`src/uhqp_pkg.sv`:
```
// Package for the universal hash quadratic-probe insert block.
// Holds shared constants, state codes, status codes and control structs.
// No dependencies.
`timescale 1ns / 1ps
package uhqp_pkg;

  localparam int unsigned TableSize = 1024;
  localparam int unsigned KeyW = 31;
  localparam int unsigned CoefW = 24;
  localparam int unsigned ProdW = 56;
  localparam int unsigned SlotW = 10;
  localparam int unsigned InsW = 11;
  localparam int unsigned ColW = 32;
  localparam int unsigned PrbW = 40;
  localparam logic [CoefW-1:0] MultReset = 24'd1;
  localparam logic [CoefW-1:0] AddReset = 24'd0;
  localparam logic [CoefW-1:0] PrimeReset = 24'd10000019;

  localparam logic [1:0] StInserted = 2'd0;
  localparam logic [1:0] StDup = 2'd1;
  localparam logic [1:0] StFull = 2'd2;

  localparam logic [1:0] RegMult = 2'd0;
  localparam logic [1:0] RegAdd = 2'd1;
  localparam logic [1:0] RegPrime = 2'd2;

  typedef enum logic [3:0] {
    S_CLR,
    S_IDLE,
    S_MUL,
    S_MOD,
    S_HOME,
    S_RD,
    S_CHK,
    S_DONE
  } state_e;

  // controller -> datapath
  typedef struct packed {
    logic clr;       // clear one table entry
    logic load;      // latch key, start product
    logic mod_step;  // one restoring-division bit
    logic set_home;  // slot <= home
    logic rd;        // read memory at slot
    logic adv;       // next probe slot
    logic wr;        // store key at slot
    logic fin;       // emit result
    logic [1:0] status;
    logic cnt_tot;   // count collision and probes
    logic set_full;
  } ctl_t;

  // datapath -> controller
  typedef struct packed {
    logic clr_done;  // last entry being cleared
    logic mod_done;
    logic valid;     // slot occupied
    logic match;     // stored key equals key
    logic limit;     // probes exhausted
    logic full;
  } sts_t;

endpackage

```
`src/uhqp_ctrl.sv`:
```
// Controller state machine for the hash insert block.
// Depends on uhqp_pkg.
`timescale 1ns / 1ps
module uhqp_ctrl (
  input  logic            clk_i,
  input  logic            rst_ni,
  input  logic            start_i,
  output logic            busy_o,
  input  uhqp_pkg::sts_t  sts_i,
  output uhqp_pkg::ctl_t  ctl_o
);

  uhqp_pkg::state_e state_q, state_d;

  always_ff @(posedge clk_i or negedge rst_ni) begin
    if (!rst_ni) begin
      state_q <= uhqp_pkg::S_CLR;
    end else begin
      state_q <= state_d;
    end
  end

  always_comb begin
    state_d = state_q;
    unique case (state_q)
      uhqp_pkg::S_CLR: begin
        if (sts_i.clr_done) begin
          state_d = uhqp_pkg::S_IDLE;
        end
      end
      uhqp_pkg::S_IDLE: begin
        if (start_i) begin
          state_d = sts_i.full ? uhqp_pkg::S_DONE : uhqp_pkg::S_MUL;
        end
      end
      uhqp_pkg::S_MUL: state_d = uhqp_pkg::S_MOD;
      uhqp_pkg::S_MOD: begin
        if (sts_i.mod_done) begin
          state_d = uhqp_pkg::S_HOME;
        end
      end
      uhqp_pkg::S_HOME: state_d = uhqp_pkg::S_RD;
      uhqp_pkg::S_RD: state_d = uhqp_pkg::S_CHK;
      uhqp_pkg::S_CHK: begin
        if (!sts_i.valid || sts_i.match || sts_i.limit) begin
          state_d = uhqp_pkg::S_IDLE;
        end else begin
          state_d = uhqp_pkg::S_RD;
        end
      end
      uhqp_pkg::S_DONE: state_d = uhqp_pkg::S_IDLE;
      default: state_d = uhqp_pkg::S_IDLE;
    endcase
  end

  always_comb begin
    ctl_o = '0;
    busy_o = (state_q != uhqp_pkg::S_IDLE);
    unique case (state_q)
      uhqp_pkg::S_CLR: ctl_o.clr = 1'b1;
      uhqp_pkg::S_IDLE: ctl_o.load = start_i && !sts_i.full;
      uhqp_pkg::S_MOD: ctl_o.mod_step = 1'b1;
      uhqp_pkg::S_HOME: ctl_o.set_home = 1'b1;
      uhqp_pkg::S_RD: ctl_o.rd = 1'b1;
      uhqp_pkg::S_CHK: begin
        if (sts_i.limit) begin
          ctl_o.fin = 1'b1;
          ctl_o.status = uhqp_pkg::StFull;
          ctl_o.cnt_tot = 1'b1;
          ctl_o.set_full = 1'b1;
        end else if (sts_i.valid && sts_i.match) begin
          ctl_o.fin = 1'b1;
          ctl_o.status = uhqp_pkg::StDup;
        end else if (!sts_i.valid) begin
          ctl_o.fin = 1'b1;
          ctl_o.wr = 1'b1;
          ctl_o.status = uhqp_pkg::StInserted;
          ctl_o.cnt_tot = 1'b1;
        end else begin
          ctl_o.adv = 1'b1;
        end
      end
      uhqp_pkg::S_DONE: begin
        ctl_o.fin = 1'b1;
        ctl_o.status = uhqp_pkg::StFull;
      end
      default: ctl_o = '0;
    endcase
  end

endmodule

```
`config.mk`:
```
export PLATFORM = sky130hd
export DESIGN_NAME = uhqp_ctrl
export DESIGN_NICKNAME = d
export VERILOG_FILES = /design/src/uhqp_pkg.sv /design/src/uhqp_ctrl.sv
export SDC_FILE = /design/constraint.sdc
export NUM_CORES = 1
export LEC_CHECK = 0
export ABC_AREA = 1
export BUFFER_PORTS_ARGS = -buffer_cell sky130_fd_sc_hd__buf_4
export CAP_MARGIN = 25
export CORE_AREA = 2 2 39 41
export DETAILED_ROUTE_END_ITERATION = 12
export DIE_AREA = 0 0 41 43
export GPL_TIMING_DRIVEN = 0
export PLACE_DENSITY = 0.63
export SYNTH_ARGS = -nofsm -noshare
export SYNTH_HDL_FRONTEND = slang
export SYNTH_SLANG_ARGS = --single-unit
```
`constraint.sdc`:
```
create_clock -name clk_i -period 2.1 [get_ports clk_i]
set_input_delay 0.315 -clock clk_i [delete_from_list [all_inputs] [get_ports clk_i]]
set_output_delay 0.315 -clock clk_i [all_outputs]
set_load 0.02 [all_outputs]
```
==> results of run 1 <==
==> routing by layer <==
metal	GRT usage	up-vias
met5	0	-
met2	0.203	9
met3	0.0314	2
met1	0.125	185
met4	0.100	0
li1	-	219
==> worst register-to-register path: cells and delay by family (launching register included) <==
family        cells  cell delay [ns]
buf+inv           1             0.15
flops             1             0.38
simple gates      6             0.51
==> timing repair <==
item | in CTS | in global routing
hold buffers | 1 | 0
hold endpoints to repair | 3 | 0
endpoints found under the setup margin | 0 | 0
setup buffers | 0 | 0
==> power breakdown <==
part           internal [mW]  leakage [nW]  total, mW  switching, mW
combinational          0.215         0.276      0.544          0.330
clock                 0.0717        0.0150      0.109         0.0371
sequential            0.0903        0.0357      0.131         0.0403
==> cell type report <==
cell class                 count  area, sq um
tap                           16         20.0
clock buffer                   4         26.3
inverter                      11         41.3
sequential                     3         75.1
buffer                         1         11.3
multi-input combinational     38          215
timing repair buffer          22          168
fill                         148          827
==> synthesized netlist by cell type <==
cell type,number
inv_1,10
nand2_1,9
nor2_1,9
nand3_1,4
dfrtp_1,3
nand3_2,3
nand2_2,2
nand4_1,2
nor2_4,2
nor3_1,2
a21oi_1,1
a21oi_2,1
buf_6,1
inv_2,1
nand2_4,1
nor3_2,1
o21ai_1,1
==> placed cells by master, fill, tap and decap left out, drive strengths merged <==
cell / n
dlygate4sd3: 1
nor3: 3
dfrtp: 3
nand2: 12
clkbuf: 4
nor2: 11
buf: 22
nand4: 2
nand3: 7
inv: 11
a21oi: 2
o21ai: 1
==> path summary, 6_finish.rpt <==
kind                               to  slack [ns]  cells past startpoint
min                        state_q[1]        0.38                      4
max                          ctl_o[5]        0.47                      5
min in group asynchronous  state_q[2]        0.40                      2
max in group asynchronous  state_q[1]        1.60                      2
max reg2reg                state_q[0]        0.96                      7
min reg2reg                state_q[0]        0.67                      3
==> logic make-up after synthesis <==
family	count (synthesis)
AOI/OAI and AO/OA	3
and+or+nand+nor	35
DFF	3
buffers and inverters	12
==> per-stage QoR <==
stage,cell area (sq um),cells,utilization,hold slack (ns)
6_report,557,95,0.402,0.375
5_1_grt,557,95,0.402,0.393
4_1_cts,557,95,0.402,0.380
3_5_place_dp,520,90,0.376,0.109
3_3_place_gp,520,90,0.376,0.104
2_1_floorplan,343,53,-,0.0194
==> metrics.csv, run 1 <==
stage,metric,value,unit
sta,Hold Fails Final Rpt,0,
clocking,CTS tree,built,
floorplan,die area,1760,sq um
routing,initial DRC count,7,
yosys,sequential element share of the synthesized area,0.219,
sta,Slew headroom,0.849,
hold_path,startpoint of the lowest-slack hold path,sts_i[4],
worst_setup_path,CP arrival,1.31,ns
sta,final-report setup violation count,0,
power_and_ir_drop,Total Power,784,uW
routing,Avg WL per Cell,9.60,um
yosys,top post-synthesis cells by area,"dfrtp_1, inv_1, nand2_1, nor2_1, nand3_2",
yosys,largest family of logic cells by synthesized area,simple AND/OR/NAND/NOR gates,
yosys,Post-Syn Instances,53,
hold_path,Hold WC Path Type,input port to flop,
sta,Max Slew Vio Count,0,
worst_setup_path,CP max-delay cell,dfrtp_1,
finish,diode count,0,
routing,residual DRC count,0,
floorplan,chip width,41,um
worst_setup_path,worst path bufs/invs,2,
yosys,XOR/XNOR Fraction of Synth Area,0,
yosys,compound-gate portion of the synthesized area,0.0547,
power_and_ir_drop,Max VDD drop,0.000354,V
sta,Final period util,0.774,
clocking,CTS-repair resized insts,0,
yosys,post-synthesis simple-gate area fraction,0.573,
worst_setup_path,Worst Setup SP,state_q[1],
clocking,worst skew pair latency,0.25,ns
power_and_ir_drop,Leakage,0.327,nW
placed_design,GP Congestion,0.812,
power_and_ir_drop,Pwr Density,1410,nW/um^2
sta,Final Skew,0.00986,ns
flow_run,Max-Cap Viols,0,
finish,area grow syn2layout,62.4,%
yosys,post-synthesis mux area share,0,
clocking,Worst-path clk slew,0.03,ns
routing,max layer used,met4,
routing,drt total wl,912,um
worst_setup_path,Critical Path Sink Type,output port,
yosys,post-synth top area cell,dfrtp_1,
routing,Vias per Instance,4.37,
worst_setup_path,CP peak stage delay,0.45,ns
yosys,Post-Synth Adder-Cell Area,0,
yosys,Synth cell types,17,
finish,max reg flops,3,
worst_setup_path,Reg2Reg Launch Point,state_q[0],
clocking,Root Buffer,clkbuf_4,
yosys,Post-Syn Nets,62,
finish,layout cells sized above 1,0.456,
grt,vias in the first global route,355,
yosys,mean post-synth cell area,6.47,sq um
placed_design,post-place setup slack,0.713,ns
routing,number of detailed-route iterations in the first pass,3,
floorplan,die height,43,um
clocking,clock buffer depth,2,
clocking,H-tree depth,1,
floorplan,core area,1380,sq um
yosys,Yosys warnings,0,
sta,RSZ-0062 raised after global routing,no,
worst_setup_path,WS Path Type,flop to output port,
routing,met2 routed WL,501,um
finish,Top reg by flops,state_q,
placed_design,I/O Buffers,21,
worst_setup_path,crit path cell chain,"nand2_1, inv_1, nand2_2, nor3_2, buf_4",
worst_setup_path,Top delay family on crit path,flip-flops,
run_status,status,"finished, final reports clean",
finish,Final #Nets,89,
clocking,clk sinks,3,
floorplan,Row Count,14,
grt,first-pass GRT wire length,1400,um
yosys,Syn Std Cell Area,343,sq um
routing,vias,415,
sta,setup TNS,0,ns
worst_setup_path,CP max FO,5,
placed_design,Post-DP HPWL,769,um
routing,M1 wire length,356,um
floorplan,Initial Util,0.248,
routing,Detail Route Antenna Nets,0,
finish,biggest regs,state_q: 3 flops,
yosys,Yosys top cell area share,0.219,
sta,Slew @ Worst Pin,0.227,ns
worst_setup_path,CP Launch Type,flop,
grt,largest net degree at the start of global routing,10,
sta,min Tclk post-route,1.63,ns
grt,initial antenna violation count,0,
sta,maximum clock rate,615,MHz
clocking,Inserted Clock Buffers,3,
grt,Tot GR Track Use,0.126,
worst_setup_path,CP Data Required Time,1.78,ns
grt,GR Overflow Total,0,
sta,Final WS setup,0.475,ns
yosys,register bit total from synthesis,3,
floorplan,IO Count,22,
routing,Met3 Wirelength,34,um
No activity file was read; power rests on OpenSTA's default activity.
==> run 2: changes to the inputs <==
==> constraint.sdc (replaced) <==
create_clock -name clk_i -period 1.6 [get_ports clk_i]
set_input_delay 0.24 -clock clk_i [delete_from_list [all_inputs] [get_ports clk_i]]
set_output_delay 0.24 -clock clk_i [all_outputs]
set_load 0.02 [all_outputs]
==> metrics.csv, run 2 (synthesis gave the netlist of run 1 again) <==
stage,metric,value,unit
sta,final-report setup violation count,0,
sta,Slew headroom,0.893,
routing,vias,415,
grt,routing usage on met3,0.0314,
finish,max reg flops,3,
grt,initial antenna violation count,0,
worst_setup_path,CP peak stage delay,0.38,ns
clocking,Root Buffer,clkbuf_4,
placed_design,GP Congestion,0.812,
sta,Slew @ Worst Pin,0.159,ns
sta,setup TNS,0,ns
worst_setup_path,Crit path top cell by count,nor2_1,
worst_setup_path,CP max-delay cell,dfrtp_1,
finish,"commonest non-fill, non-tap cell in the layout",buf_4,
sta,Final period util,0.935,
placed_design,I/O Buffers,21,
finish,Final #Nets,89,
routing,residual DRC count,0,
floorplan,Initial Util,0.248,
worst_setup_path,crit path cell chain,"buf_6, nor2_1, inv_1, nor2_1, buf_4",
finish,layout cells sized above 1,0.481,
floorplan,die area,1760,sq um
grt,met1 global-route usage,0.125,
hold_path,hold depth,4,
placed_design,post-place setup slack,0.288,ns
hold_path,Hold WC Path Type,input port to flop,
worst_setup_path,CP arrival,1.26,ns
power_and_ir_drop,NetSw,534,uW
worst_setup_path,Critical Path Sink Type,output port,
clocking,clock buffer depth,2,
grt,largest net degree at the start of global routing,10,
routing,drt total wl,913,um
worst_setup_path,Reg2Reg Launch Point,state_q[0],
floorplan,chip width,41,um
worst_setup_path,reg2reg end,state_q[0],
worst_setup_path,CP Data Required Time,1.36,ns
routing,Detail Route Antenna Nets,0,
worst_setup_path,cell count of the worst reg-to-reg path,7,
grt,first-pass GRT wire length,1400,um
routing,initial DRC count,7,
worst_setup_path,R2R setup slack,0.46,ns
clocking,clk sinks,3,
finish,biggest regs,state_q: 3 flops,
power_and_ir_drop,clock network power share,0.138,
power_and_ir_drop,Switching Fraction,0.516,
routing,Vias per Instance,4.37,
sta,Hold Fails Final Rpt,0,
hold_path,WHS Endpoint,state_q[1],
hold_path,startpoint of the lowest-slack hold path,sts_i[4],
worst_setup_path,WS Path Type,flop to output port,
power_and_ir_drop,Pwr Density,1850,nW/um^2
sta,min Tclk post-route,1.50,ns
clocking,worst skew pair latency,0.25,ns
clocking,H-tree depth,1,
sta,Max Slew Vio Count,0,
run_status,status,"finished, final reports clean",
floorplan,core area,1380,sq um
finish,Top reg by flops,state_q,
finish,diode count,0,
sta,RSZ-0062 raised after global routing,no,
floorplan,IO Count,22,
sta,Final Skew,0.00992,ns
floorplan,Row Count,14,
floorplan,die height,43,um
worst_setup_path,CP Launch Type,flop,
grt,GRT Max-Usage Layer,met2,
clocking,CTS tree,built,
worst_setup_path,CP max FO,9,
clocking,"Setup Fix Bufs, Post-CTS",0,
routing,number of detailed-route iterations in the first pass,3,
grt,met2 usage in global routing,0.203,
placed_design,Post-DP HPWL,769,um
power_and_ir_drop,Max VDD drop,0.000454,V
finish,area grow syn2layout,63.1,%
sta,Final WS setup,0.104,ns
clocking,Inserted Clock Buffers,3,
power_and_ir_drop,Logic pwr share,0.691,
routing,Avg WL per Cell,9.61,um
grt,Tot GR Track Use,0.126,
grt,GR Overflow Total,0,
finish,most frequent cells in the layout,"buf_4, inv_1, nor2_1, nand2_1, nand3_1",
flow_run,Max-Cap Viols,0,
grt,vias in the first global route,355,
finish,filler instances,149,
power_and_ir_drop,Leakage,0.325,nW
sta,maximum clock rate,669,MHz
power_and_ir_drop,Reg power frac,0.171,
power_and_ir_drop,P_int,500,uW
clocking,Worst-path clk slew,0.04,ns
run 2: cell counts in the layout (fill, tap and decap cells not counted):
No cell type changed its count.
run 2: routing by layer:
metal / part of all wire / wire length [um]
met5: 0 / 0
met4: 0.022 / 20
met3: 0.037 / 34
met2: 0.55 / 501
met1: 0.39 / 356
run 2: stage by stage:
| stage | power, mW | util | area (sq um) | hold WS [ns] | cells |
|---|---|---|---|---|---|
| after CTS | 1.04 | 0.402 | 557 | 0.305 | 95 |
| after detailed placement | 0.892 | 0.376 | 520 | 0.0337 | 90 |
| after global routing | 1.12 | 0.404 | 559 | 0.315 | 95 |
| after floorplan | 0.665 | - | 343 | -0.0556 | 53 |
| after global placement | 0.883 | 0.376 | 520 | 0.0287 | 90 |
| final | 1.03 | 0.404 | 559 | 0.297 | 95 |
run 2: area by class of cell:
cell class	instances	area (sq um)	share of cell area
repair buffers	22	168	0.300
inverters	11	41.3	0.0738
multi-input cells	38	215	0.385
flip-flops and latches	3	77.6	0.139
clock buffers	4	26.3	0.0470
plain buffers	1	11.3	0.0201
well taps	16	20.0	0.0358
run 2: worst max-delay path by stage:
stage,cells past startpoint,endpoint,slack [ns],start
CTS,5,ctl_o[5],0.03,state_q[1]
global placement,5,ctl_o[5],0.29,state_q[1]
detailed placement,5,ctl_o[5],0.29,state_q[1]
finish,5,ctl_o[11],0.10,state_q[0]
global route,5,ctl_o[2],0.009,state_q[1]
floorplan,3,ctl_o[10],0.17,state_q[2]
run 2: power groups by stage:
stage / logic [mW] / registers, mW / clock network (mW)
floorplan: 0.503 / 0.162 / 0
global placement: 0.712 / 0.171 / 0
detailed placement: 0.717 / 0.174 / 0
CTS: 0.723 / 0.173 / 0.143
global route: 0.790 / 0.182 / 0.150
finish: 0.715 / 0.177 / 0.143
run 2: repair_timing:
action,in CTS,in global routing
hold buffers,1,0
hold endpoints to repair,3,0
gates resized for setup,0,2
endpoints found under the setup margin,0,4
run 2: worst max-delay path, delay by kind of cell (launching register included):
family	cells	cell delay, ns
AND/OR/NAND/NOR	2	0.25
flip-flops	1	0.38
buffers and inverters	3	0.38
==> run 3: changes to the inputs <==
--- a/config.mk
+++ b/config.mk
@@ -9,10 +9,10 @@
 export BUFFER_PORTS_ARGS = -buffer_cell sky130_fd_sc_hd__buf_4
 export CAP_MARGIN = 25
 export CORE_AREA = 2 2 39 41
+export CTS_CLUSTER_DIAMETER = 30
 export DETAILED_ROUTE_END_ITERATION = 12
 export DIE_AREA = 0 0 41 43
 export GPL_TIMING_DRIVEN = 0
-export PLACE_DENSITY = 0.63
 export SYNTH_ARGS = -nofsm -noshare
 export SYNTH_HDL_FRONTEND = slang
 export SYNTH_SLANG_ARGS = --single-unit
==> metrics.csv, run 3 (synthesis gave the netlist of run 1 again) <==
stage,metric,value,unit
floorplan,Initial Util,0.248,
floorplan,die height,43,um
routing,Vias per Instance,4.24,
finish,max reg flops,3,
worst_setup_path,CP Data Required Time,1.36,ns
placed_design,post-place setup slack,0.302,ns
routing,drt total wl,831,um
power_and_ir_drop,clock network power share,0.128,
floorplan,Row Count,14,
routing,Detail Route Antenna Nets,0,
worst_setup_path,worst path bufs/invs,2,
grt,vias in the first global route,335,
power_and_ir_drop,NetSw,523,uW
clocking,CTS tree,built,
worst_setup_path,cell count of the worst reg-to-reg path,7,
sta,setup TNS,0,ns
sta,Final period util,0.923,
flow_run,Max-Cap Viols,0,
worst_setup_path,Top delay family on crit path,flip-flops,
power_and_ir_drop,Reg power frac,0.170,
finish,area grow syn2layout,63.1,%
hold_path,Hold WC Path Type,input port to flop,
routing,residual DRC count,0,
grt,first-pass GRT wire length,1260,um
clocking,clk sinks,3,
power_and_ir_drop,Total Power,1.02,mW
placed_design,GP Congestion,0.788,
floorplan,chip width,41,um
routing,vias,403,
sta,Hold Fails Final Rpt,0,
finish,Final #Nets,89,
clocking,Worst-path clk slew,0.04,ns
grt,largest net degree at the start of global routing,10,
clocking,worst skew pair latency,0.23,ns
clocking,Root Buffer,clkbuf_4,
power_and_ir_drop,Logic pwr share,0.701,
finish,diode count,0,
sta,final hold slack,0.320,ns
routing,number of detailed-route iterations in the first pass,4,
clocking,clock buffer depth,2,
grt,Tot GR Track Use,0.101,
worst_setup_path,crit path cell chain,"nand2_1, inv_1, nand2_2, nor2_1, buf_4",
sta,Slew headroom,0.888,
finish,Multi-input gate area,215,sq um
grt,GR Overflow Total,0,
hold_path,hold depth,4,
finish,most frequent cells in the layout,"buf_4, inv_1, nor2_1, nand2_1, nand3_1",
worst_setup_path,Critical Path Sink Type,output port,
finish,filler instances,157,
clocking,H-tree depth,1,
power_and_ir_drop,P_int,500,uW
worst_setup_path,CP max FO,5,
sta,RSZ-0062 raised after global routing,no,
finish,layout cells sized above 1,0.481,
finish,biggest regs,state_q: 3 flops,
finish,"commonest non-fill, non-tap cell in the layout",buf_4,
sta,Final WS setup,0.123,ns
sta,Slew @ Worst Pin,0.167,ns
sta,maximum clock rate,677,MHz
floorplan,die area,1760,sq um
sta,Max Slew Vio Count,0,
worst_setup_path,CP Launch Type,flop,
placed_design,Post-DP HPWL,696,um
sta,final-report setup violation count,0,
routing,initial DRC count,5,
finish,FF/Latch Area,77.6,sq um
routing,Avg WL per Cell,8.75,um
floorplan,core area,1380,sq um
grt,initial antenna violation count,0,
power_and_ir_drop,Pwr Density,1830,nW/um^2
worst_setup_path,CP max-delay cell,dfrtp_2,
sta,Final Skew,0.00191,ns
worst_setup_path,CP peak stage delay,0.41,ns
worst_setup_path,WS Path Type,flop to output port,
floorplan,IO Count,22,
worst_setup_path,CP arrival,1.24,ns
finish,Top reg by flops,state_q,
sta,min Tclk post-route,1.48,ns
run_status,status,"finished, final reports clean",
worst_setup_path,WP depth,5,
power_and_ir_drop,Max VDD drop,0.000731,V
power_and_ir_drop,Leakage,0.325,nW
placed_design,I/O Buffers,21,
clocking,Inserted Clock Buffers,3,
power_and_ir_drop,Switching Fraction,0.511,
clocking,"Setup Fix Bufs, Post-CTS",0,
==> run 3: final timing paths <==
check                      slack (ns)         end  startpoint
max reg2reg                      0.49  state_q[0]  state_q[0]
max in group asynchronous        1.16  state_q[2]      rst_ni
min reg2reg                      0.64  state_q[1]  state_q[2]
min                              0.32  state_q[1]    sts_i[4]
max                              0.12    ctl_o[2]  state_q[1]
min in group asynchronous        0.33  state_q[1]      rst_ni
==> run 3: layer usage <==
metal,GRT usage,vias up,wire length (um)
met1,0.133,168,327
met2,0.153,18,397
met4,0.0400,0,0
li1,-,217,-
met3,0.0209,0,107
met5,0,-,0
==> run 3: repair_timing <==
action	4_1_cts	5_1_grt
hold buffers	1	0
gates resized for setup	0	2
endpoints found under the setup margin	0	4
hold endpoints to repair	3	0
==> run 3: layout make-up <==
type                       count  area share
timing repair buffer          22       0.300
clock buffer                   4      0.0470
tap                           16      0.0358
sequential                     3       0.139
multi-input combinational     38       0.385
inverter                      11      0.0738
buffer                         1      0.0201
==> run 3: power by group through the flow <==
stage	sequential [mW]	clock, mW	combinational [mW]
after floorplan	0.162	0	0.503
after global placement	0.169	0	0.714
after detailed placement	0.170	0	0.718
after CTS	0.170	0.136	0.726
after global routing	0.181	0.142	0.789
final	0.174	0.131	0.717
==> run 3: tightest hold or removal path: stages <==
cell and delay [ns]:
buf_4 0.08, inv_1 0.04, nand2_2 0.08, o21ai_1 0.07
==> run 3: metrics by stage <==
| step | instances | area [sq um] | util |
|---|---|---|---|
| floorplan | 53 | 343 | - |
| global placement | 90 | 520 | 0.376 |
| detailed placement | 90 | 520 | 0.376 |
| CTS | 95 | 557 | 0.402 |
| global route | 95 | 559 | 0.404 |
| finish | 95 | 559 | 0.404 |
